[config.mk]
export PLATFORM = sky130hd
export DESIGN_NAME = tof_ascii_frame_parser
export DESIGN_NICKNAME = d
export VERILOG_FILES = /design/src/rtl/core/tof_afp_pkg.sv /design/src/rtl/core/tof_ascii_frame_parser.sv
export SDC_FILE = /design/constraint.sdc
export NUM_CORES = 1
export LEC_CHECK = 0
export ABC_CLOCK_PERIOD_IN_PS = 6900
export BUFFER_PORTS_ARGS = -buffer_cell sky130_fd_sc_hd__buf_4
export CAP_MARGIN = 20
export CELL_PAD_IN_SITES_DETAIL_PLACEMENT = 1
export CELL_PAD_IN_SITES_GLOBAL_PLACEMENT = 1
export CORE_ASPECT_RATIO = 0.75
export CORE_UTILIZATION = 30
export CTS_CLUSTER_SIZE = 28
export DETAILED_ROUTE_END_ITERATION = 12
export PLACE_DENSITY_LB_ADDON = 0.15
export SLEW_MARGIN = 15
export SYNTH_ARGS = -nofsm -noshare
export SYNTH_HDL_FRONTEND = slang
export SYNTH_SLANG_ARGS = --single-unit
[constraint.sdc]
create_clock -name aclk -period 6.9 [get_ports aclk]
set_input_delay 0 -clock aclk [delete_from_list [all_inputs] [get_ports aclk]]
set_output_delay 0 -clock aclk [all_outputs]
set_load 0.03 [all_outputs]
[src/rtl/core/tof_afp_pkg.sv]
// Package for the distance-sensor ASCII frame parser.
// Holds the parser phase type, register indexes, frame constants and the digit helper.
// No dependencies.
`default_nettype none

package tof_afp_pkg;

    typedef enum logic [1:0] {
        PHASE_HDR1 = 2'd0,
        PHASE_HDR2 = 2'd1,
        PHASE_BODY = 2'd2
    } phase_t;

    typedef enum logic [1:0] {
        REG_FIRST_HEADER  = 2'd0,
        REG_SECOND_HEADER = 2'd1,
        REG_END_MARKER    = 2'd2
    } reg_index_t;

    localparam logic [7:0]  FIRST_HEADER_RST  = 8'h64;
    localparam logic [7:0]  SECOND_HEADER_RST = 8'h3A;
    localparam logic [7:0]  END_MARKER_RST    = 8'h20;
    localparam logic [7:0]  DIGIT_BASE        = 8'd48;

    localparam logic [2:0]  POS_FIRST_DIGIT = 3'd2;
    localparam logic [2:0]  POS_LAST_DIGIT  = 3'd5;
    localparam logic [2:0]  POS_TERMINATOR  = 3'd6;
    localparam logic [2:0]  POS_SWALLOW     = 3'd7;

    localparam int          DIST_W = 18;

    typedef logic [DIST_W-1:0] dist_t;

    function automatic logic [7:0] digit_value(input logic [7:0] b);
        return (b < DIGIT_BASE) ? 8'd0 : 8'(b - DIGIT_BASE);
    endfunction

endpackage

`default_nettype wire

[src/rtl/core/tof_ascii_frame_parser.sv]
// Top level of the distance-sensor ASCII frame parser.
// Depends on tof_afp_pkg.
//
// Usage:
//   Input channel (s_valid/s_ready/s_rx_byte) takes one UART byte per transfer.
//   Frame: first header, second header, four ASCII digits, terminator.
//   Digits are folded into a running decimal value (value*10 + digit) as they
//   arrive, so the terminator byte only has to load the result register.
//   Result channel (m_valid/m_ready/m_distance) carries one transfer per good
//   frame; m_valid rises the cycle after the terminator transfer.
//   Throughput: one byte per cycle; s_ready drops only while a result waits
//   and the receiver holds m_ready low, set by the single result register.
//   Configuration (cfg_valid/cfg_ready/cfg_index/cfg_data) is always ready;
//   indexes 0..2 select first header, second header and end marker, others
//   are ignored. Write only while idle.
//   Reset (aresetn low, synchronous) restores default header and end marker
//   values, returns the parser to waiting for the first header and drops
//   any pending result.
`default_nettype none

module tof_ascii_frame_parser (
    input  wire logic                         aclk,
    input  wire logic                         aresetn,
    input  wire logic                         s_valid,
    output logic                              s_ready,
    input  wire logic [7:0]                   s_rx_byte,
    output logic                              m_valid,
    input  wire logic                         m_ready,
    output tof_afp_pkg::dist_t                m_distance,
    input  wire logic                         cfg_valid,
    output logic                              cfg_ready,
    input  wire logic [1:0]                   cfg_index,
    input  wire logic [7:0]                   cfg_data
);

    logic [7:0]          first_header_reg;
    logic [7:0]          second_header_reg;
    logic [7:0]          end_marker_reg;

    tof_afp_pkg::phase_t phase_reg, phase_next;
    logic [2:0]          count_reg, count_next;
    tof_afp_pkg::dist_t  acc_reg, acc_next;
    logic                m_valid_reg, m_valid_next;
    tof_afp_pkg::dist_t  dist_reg;
    logic                emit;
    logic                s_xfer;
    logic [7:0]          digit;
    tof_afp_pkg::dist_t  acc_times_ten;

    assign cfg_ready  = 1'b1;
    assign s_ready    = !m_valid_reg || m_ready;
    assign s_xfer     = s_valid && s_ready;
    assign m_valid    = m_valid_reg;
    assign m_distance = dist_reg;

    assign digit         = tof_afp_pkg::digit_value(s_rx_byte);
    assign acc_times_ten = (acc_reg << 3) + (acc_reg << 1);

    always_ff @(posedge aclk) begin
        if (!aresetn) begin
            first_header_reg  <= tof_afp_pkg::FIRST_HEADER_RST;
            second_header_reg <= tof_afp_pkg::SECOND_HEADER_RST;
            end_marker_reg    <= tof_afp_pkg::END_MARKER_RST;
        end else if (cfg_valid && cfg_ready) begin
            unique case (cfg_index)
                tof_afp_pkg::REG_FIRST_HEADER:  first_header_reg  <= cfg_data;
                tof_afp_pkg::REG_SECOND_HEADER: second_header_reg <= cfg_data;
                tof_afp_pkg::REG_END_MARKER:    end_marker_reg    <= cfg_data;
                default: ;
            endcase
        end
    end

    always_comb begin
        phase_next = phase_reg;
        count_next = count_reg;
        acc_next   = acc_reg;
        emit       = 1'b0;
        if (s_xfer) begin
            unique case (phase_reg)
                tof_afp_pkg::PHASE_HDR1: begin
                    if (s_rx_byte == first_header_reg) begin
                        phase_next = tof_afp_pkg::PHASE_HDR2;
                        count_next = 3'd1;
                    end else begin
                        phase_next = tof_afp_pkg::PHASE_HDR1;
                        count_next = 3'd0;
                    end
                end
                tof_afp_pkg::PHASE_HDR2: begin
                    if (s_rx_byte == second_header_reg) begin
                        phase_next = tof_afp_pkg::PHASE_BODY;
                        count_next = tof_afp_pkg::POS_FIRST_DIGIT;
                    end else begin
                        phase_next = tof_afp_pkg::PHASE_HDR1;
                        count_next = 3'd0;
                    end
                end
                tof_afp_pkg::PHASE_BODY: begin
                    if (count_reg == tof_afp_pkg::POS_FIRST_DIGIT) begin
                        acc_next = tof_afp_pkg::dist_t'(digit);
                    end else if (count_reg <= tof_afp_pkg::POS_LAST_DIGIT) begin
                        acc_next = acc_times_ten + tof_afp_pkg::dist_t'(digit);
                    end
                    if (count_reg == tof_afp_pkg::POS_TERMINATOR &&
                        s_rx_byte == end_marker_reg) begin
                        emit       = 1'b1;
                        phase_next = tof_afp_pkg::PHASE_HDR1;
                        count_next = 3'd0;
                    end else if (count_reg == tof_afp_pkg::POS_SWALLOW) begin
                        phase_next = tof_afp_pkg::PHASE_HDR1;
                        count_next = 3'd0;
                    end else begin
                        count_next = count_reg + 3'd1;
                    end
                end
                default: begin
                    phase_next = tof_afp_pkg::PHASE_HDR1;
                    count_next = 3'd0;
                end
            endcase
        end
    end

    always_comb begin
        m_valid_next = m_valid_reg;
        if (emit) begin
            m_valid_next = 1'b1;
        end else if (m_ready) begin
            m_valid_next = 1'b0;
        end
    end

    always_ff @(posedge aclk) begin
        if (!aresetn) begin
            phase_reg   <= tof_afp_pkg::PHASE_HDR1;
            count_reg   <= 3'd0;
            m_valid_reg <= 1'b0;
        end else begin
            phase_reg   <= phase_next;
            count_reg   <= count_next;
            m_valid_reg <= m_valid_next;
        end
    end

    always_ff @(posedge aclk) begin
        acc_reg <= acc_next;
        if (emit) begin
            dist_reg <= acc_reg;
        end
    end

endmodule

`default_nettype wire

# Word level (Yosys, flattened, before mapping)
# Cells that the tools add are included.
totals:
  regBits: 66
  rom_bits: 0
  latch_bits: 0
  n_memories: 0
  ramBits: 0
  in_bits: 23
  elab_cells: 57
  output_inout_bits: 21
op_classes:
  shifts: 0
  order_cmp: 2
  bitwise_logic: 0
  eq_ne: 11
  n_mul: 0
  n_div: 0
  addsub: 4
  n_mux: 18
  reduce_logical: 13
op_table:
  columns: ["cell", "n"]
  rows:
  - ["$eq A8 B8 Y1", 3]
  - ["$add A18 B18 Y18", 1]
  - ["$add A18 B8 Y18", 1]
  - ["$mux W18", 1]
  - ["$mux W8", 2]
  - ["$pmux W3 S3", 1]
  - ["$lt A8 B6 Y1 const B", 1]
  - ["$mux W2", 4]
  - ["$reduce_and A2 Y1", 4]
  - ["$sub A8 B6 Y8 const B", 1]
  - ["$mux W1", 7]
  - ["$eq A3 B3 Y1 const B", 2]
  - ["$mux W3", 2]
  - ["$pmux W2 S3", 1]
  - ["$eq A2 B1 Y1 const B", 2]
  - ["$eq A2 B2 Y1 const B", 2]
  - ["$logic_not A2 Y1", 2]
  - ["$reduce_bool A2 Y1", 2]
  - ["$add A3 B1 Y3 const B", 1]
  - ["$eq A3 B2 Y1 const B", 1]
  - ["$le A3 B3 Y1 const B", 1]
  - ["$ne A3 B3 Y1 const B", 1]
  - ["$reduce_and A3 Y1", 1]
  - ["$logic_and A1 B1 Y1", 2]
  - ["2 further kinds", 2]

# Logic depth before layout (Yosys ltp)
depth:
  ltp_word: 6
  mapped_depth: 12
  ltp_nobuf: 11

# Worst setup path before layout
# OpenSTA, ideal clock, no wires.
synth_timing:
  kind: "reg-to-reg"
  start: "register m_valid_reg, in the netlist m_valid"
  end: "register acc_reg[0] (enable)"
  setup_ns: 0.416
  path_slack_ns: 4.227
  t_arrival_ns: 2.257
  path_stages_with_launch: 4
  t_required_ns: 6.484
  n_path_buf: 0
  cell_sequence: "dfxtp_1 nand2b_1 nand2_1 nor3_1"
synth_between:
  elab_chain_len: 4
synth_lines:
  columns: ["item", "line_no", "rtl"]
  rows:
  - ["start: declaration", "tof_ascii_frame_parser.sv:43", "logic m_valid_reg, m_valid_next;"]
  - ["start signal: assignment", "tof_ascii_frame_parser.sv:142", "m_valid_reg <= m_valid_next;"]
  - ["$logic_not A1 Y1", "tof_ascii_frame_parser.sv:51", "assign s_ready = !m_valid_reg || m_ready;"]
  - ["$logic_or A1 B1 Y1", "tof_ascii_frame_parser.sv:51", null]
  - ["named net s_ready", "tof_ascii_frame_parser.sv:25", "output logic s_ready,"]
  - ["$logic_and A1 B1 Y1", "tof_ascii_frame_parser.sv:52", "assign s_xfer = s_valid && s_ready;"]
  - ["$reduce_and A3 Y1 (no source line)", null, null]
  - ["end signal: assignment", "tof_ascii_frame_parser.sv:147", "acc_reg <= acc_next;"]
  - ["end: declaration", "tof_ascii_frame_parser.sv:42", "tof_afp_pkg::dist_t acc_reg, acc_next;"]
# The timed path passes the listed nets, and every way through them passes these cells.
# A chain may end at the register's enable or synchronous reset.

# Final worst setup path
layout_timing:
  start: "input port s_rx_byte[4]"
  end: "register acc_reg[17], data pin"
layout_between:
  elab_chain_len: 4
  word_cells_on_any_way: 5
  classes_between: "add/sub (2); order compare (1); mux (2)"
layout_lines:
  columns: ["item", "line_no", "rtl"]
  rows:
  - ["start: declaration", "tof_ascii_frame_parser.sv:26", "input wire logic [7:0] s_rx_byte,"]
  - ["$sub A8 B6 Y8 / $lt A8 B6 Y1 (equally long branches)", "tof_afp_pkg.sv:35", "return (b < DIGIT_BASE) ? 8'd0 : 8'(b - DIGIT_BASE);"]
  - ["$mux W8 *", "tof_afp_pkg.sv:35", null]
  - ["$add A18 B8 Y18 *", "tof_ascii_frame_parser.sv:103", "acc_next = acc_times_ten + tof_afp_pkg::dist_t'(digit);"]
  - ["$mux W18 *", "tof_ascii_frame_parser.sv:102", "end else if (count_reg <= tof_afp_pkg::POS_LAST_DIGIT) begin"]
# Mark *: on every way between the ends. The rest lies on a longest branch, timed or not. The select of a mux whose other input is x is not followed.

==> metrics.yaml <==
cells_and_area:
  fin_cells: 588
  design_area_um2: 4775
  multi_input_area_um2: 2110
  fillers: 1396
  diodes: 0
  seq_area_um2: 1682
  drive_gt1_frac: 0.1754
  syn2layout_area_growth_pct: 23.26
  nNetsFinal: 477
yosys:
  synthFlopType: "edfxtp_1"
  yosysTopAreaCell: "edfxtp_1"
  synth_top_cell_area_share: 0.2791
  synthMuxAreaShare: 0.08107
  synth_cell_types: 51
  synth-seq-cells: 66
  synth_fp_nets: 422
  synthAdderAreaFrac: 0.1311
  synth-compound-area-share: 0.1030
  synth_seq_area_share: 0.4341
  synth_simple_gate_area_share: 0.1508
  synth_area_um2: 3874
  synthXorXnorAreaFrac: 0.07461
  postSynthCellCount: 362
  synth_edf_count: 36
  netlist_top_cells_area: "edfxtp_1 28%, dfxtp_1 16%, ha_1 10%"
  avgSynthCellArea_um2: 10.70
  synth_top_family_by_area: "simple AND/OR/NAND/NOR gates"
  synth_warnings: 0
  synthArstFlopShare: 0
sta:
  min_period_over_period: 0.3954
  finalSetupViolations: 0
  slew_violations: 0
  skew_ns: 0.005775
  setup_tns_ns: 0
  maxSlewHeadroom: 0.4409
  worstMarginPinSlew_ns: 0.8310
  fmax_ghz: 0.3665
  rsz0062_at_grt: "false"
  timing.final.crit_period_ns: 2.728
  hold_viol: 0
min_path:
  hold_end: "acc_reg[0]"
  min_path_type: "input pin to flip-flop"
  min_path_cells: 2
  hp-start: "s_rx_byte[0]"
worst_setup_path:
  start_kind: "input pin"
  cp_cell_sequence: "buf_4, ha_1, or3_1, and2_1, fa_1, ha_1, o21ai_1, o21a_1, or2_4, o31a_1, mux2i_1"
  path_common_cell: "ha_1"
  slowest_stage: "fa_1"
  cpPeakStageDelay_ns: 0.45
  r2r-end: "acc_reg[14]"
  criticalPathCategory: "input pin to flip-flop"
  reg2reg_slack_ns: 4.19
  crit_fanout: 6
  critPathTopFamily: "adder cells"
  cp.required_ns: 6.97
  timing.rr.start: "acc_reg[2]"
  crit_path_end_kind: "flip-flop"
  crit_arrival_ns: 2.80
  path_buf_inv: 1
  rr_worst_depth: 9
status:
  outcome: "finished clean"
route:
  ant_nets: 0
  initialDrtViolationCount: 100
  wl_per_cell_um: 16.02
  dr.pass1.iters: 4
  post-route-drc-count: 0
  vias_per_cell: 4.743
  num_vias: 2789
  wl_um: 9417
placed_design:
  gp_congestion: 0.7648
  dpl_cell_area_um2: 4374
  place_inst: 560
  dp_hpwl_um: 6996
  io_buffers: 42
die:
  ioPinCount: 44
  die-area_um2: 13380
  coreArea_um2: 12440
  start_util: 0.3115
  dieWidth_um: 133.2
  rows: 35
  die_h_um: 100.4
clock_network:
  cts_buffers: 9
  cts_setup_buffers: 0
  cts_tree: "done"
  clkTransAtPathRegs_ns: 0.05
  insertion_delay_ns: 0.33
  cts-resized-gates: 0
  root_buffer: "clkbuf_16"
  clk_path_buf_depth: 2
  cts_sinks: 66
  h-tree-depth: 3
power_and_ir_drop:
  p_leak_nw: 1.990
  sw_frac_of_total: 0.2725
  power.share.combinational: 0.203
  seq_power_share: 0.403
  vdd_drop_max_mv: 0.1197
  power_density_nw_per_um2: 230.0
  power.internal_mw: 0.7990
  p_switching_mw: 0.2993
  pwr-share-clk: 0.394
run:
  cap_violations: 0
global_route:
  antenna_found_initial: 0
  grt_max_degree: 31
  grt_pass1_wl_um: 15410
  grtUsageTotal: 0.1522
  grt_overflow: 0
  grt_pass1_vias: 2848
per-layer routing:
metal  vias up  track usage  share of wire
met5         -            0              0
met4         0      0.04720          0.012
met3         9      0.03131          0.024
met2        37       0.2288           0.41
met1      1342       0.2182           0.55
li1       1401            -              -
cell type report:
class                           count  share of cell area
Timing Repair Buffer               57             0.09775
Clock buffer                       14             0.05556
Tap cell                          166             0.04350
Clock inverter                      2            0.002096
Inverter                            9            0.007075
Multi-Input combinational cell    274              0.4418
Sequential cell                    66              0.3522
cells in the mapped netlist (2+ instances only):
master / instances
a21o_1: 4
nor3_2: 2
nor3_1: 9
clkbuf_1: 6
or2_2: 4
nor2b_1: 18
nor4_1: 3
nand3b_1: 3
or3_1: 2
nor2_1: 14
nand4_1: 3
mux2_2: 3
a21boi_0: 2
o21a_1: 5
nand2b_1: 2
fa_1: 6
nand2_1: 32
a211oi_1: 2
a31oi_1: 2
o21ai_0: 14
and2_1: 5
xor2_1: 19
nor3b_1: 2
dfxtp_1: 30
ha_1: 31
xnor2_1: 14
buf_2: 5
edfxtp_1: 36
inv_1: 9
nand3_1: 6
mux2i_1: 28
a21oi_1: 22
placed cells by master, fill, tap and decap left out, drive strengths merged, types with 2 or more instances in the layout:
| master | Yosys | routed |
|---|---|---|
| buf | 6 | 46 |
| a21oi | 23 | 23 |
| nand3 | 6 | 6 |
| nand2 | 32 | 32 |
| edfxtp | 36 | 36 |
| mux2i | 28 | 28 |
| xor2 | 19 | 19 |
| a211oi | 2 | 2 |
| inv | 9 | 9 |
| nor2b | 18 | 18 |
| dlygate4sd3 | 0 | 11 |
| mux2 | 3 | 3 |
| or2 | 6 | 6 |
| and2 | 6 | 6 |
| nand4 | 3 | 3 |
| nor2 | 14 | 14 |
| nand2b | 2 | 2 |
| xnor2 | 14 | 14 |
| a21boi | 2 | 2 |
| nor4 | 3 | 3 |
| o21ai | 15 | 15 |
| dfxtp | 30 | 30 |
| or3 | 2 | 2 |
| clkinv | 0 | 2 |
| clkbuf | 7 | 14 |
| ha | 31 | 31 |
| a31oi | 2 | 2 |
| nor3 | 11 | 11 |
| fa | 6 | 6 |
| a21o | 4 | 4 |
| o21a | 6 | 6 |
| nor3b | 2 | 2 |
| nand3b | 3 | 3 |
power by group through the flow:
stage,sequential [mW],clock (mW),combinational (mW)
after detailed placement,0.451,0,0.218
after global placement,0.451,0,0.216
after floorplan,0.448,0,0.162
after global routing,0.445,0.458,0.252
after CTS,0.443,0.441,0.225
final,0.443,0.433,0.222
kinds of logic after synthesis:
kind of cell | count (synthesis)
buffers and inverters | 22
multiplexers | 31
flip-flops | 66
adder cells (fa/ha/maj) | 37
AND/OR/NAND/NOR | 111
XOR/XNOR | 33
other | 1
AO/OA/AOI/OAI | 61
repair_timing:
action                                  CTS  global route
endpoints found under the setup margin    0             0
hold buffers                             11             0
hold endpoints to repair                 24             0
worst reg2reg max path, delay by kind of cell, from the launching register on:
kind | cells | cell delay (ns)
buffers and inverters | 2 | 0.17
adders and majority gates | 2 | 0.98
DFF | 1 | 0.46
AOI/OAI and AO/OA | 2 | 0.31
and+or+nand+nor | 3 | 0.54
worst max-delay path by stage:
stage | slack, ns | end | depth (start not counted) | from
6_report | 4.17 | acc_reg[17] | 11 | s_rx_byte[4]
5_1_grt | 3.99 | acc_reg[16] | 12 | s_rx_byte[4]
4_1_cts | 4.17 | acc_reg[17] | 11 | s_rx_byte[4]
3_5_place_dp | 3.85 | acc_reg[17] | 11 | s_rx_byte[4]
3_3_place_gp | 3.92 | acc_reg[16] | 12 | s_rx_byte[4]
2_1_floorplan | 4.23 | acc_reg[0] | 3 | m_valid
stage by stage:
stage / util / setup slack, ns / power [mW] / hold WS, ns
2_1_floorplan: - / 4.227 / 0.6101 / 0.1251
3_3_place_gp: 0.3508 / 3.923 / 0.6668 / 0.2348
3_5_place_dp: 0.3517 / 3.854 / 0.6691 / 0.2444
4_1_cts: 0.3827 / 4.170 / 1.109 / 0.03782
5_1_grt: 0.3839 / 3.991 / 1.155 / 0.06263
6_report: 0.3839 / 4.172 / 1.098 / 0.04627
(Power assumes the default switching activity.)
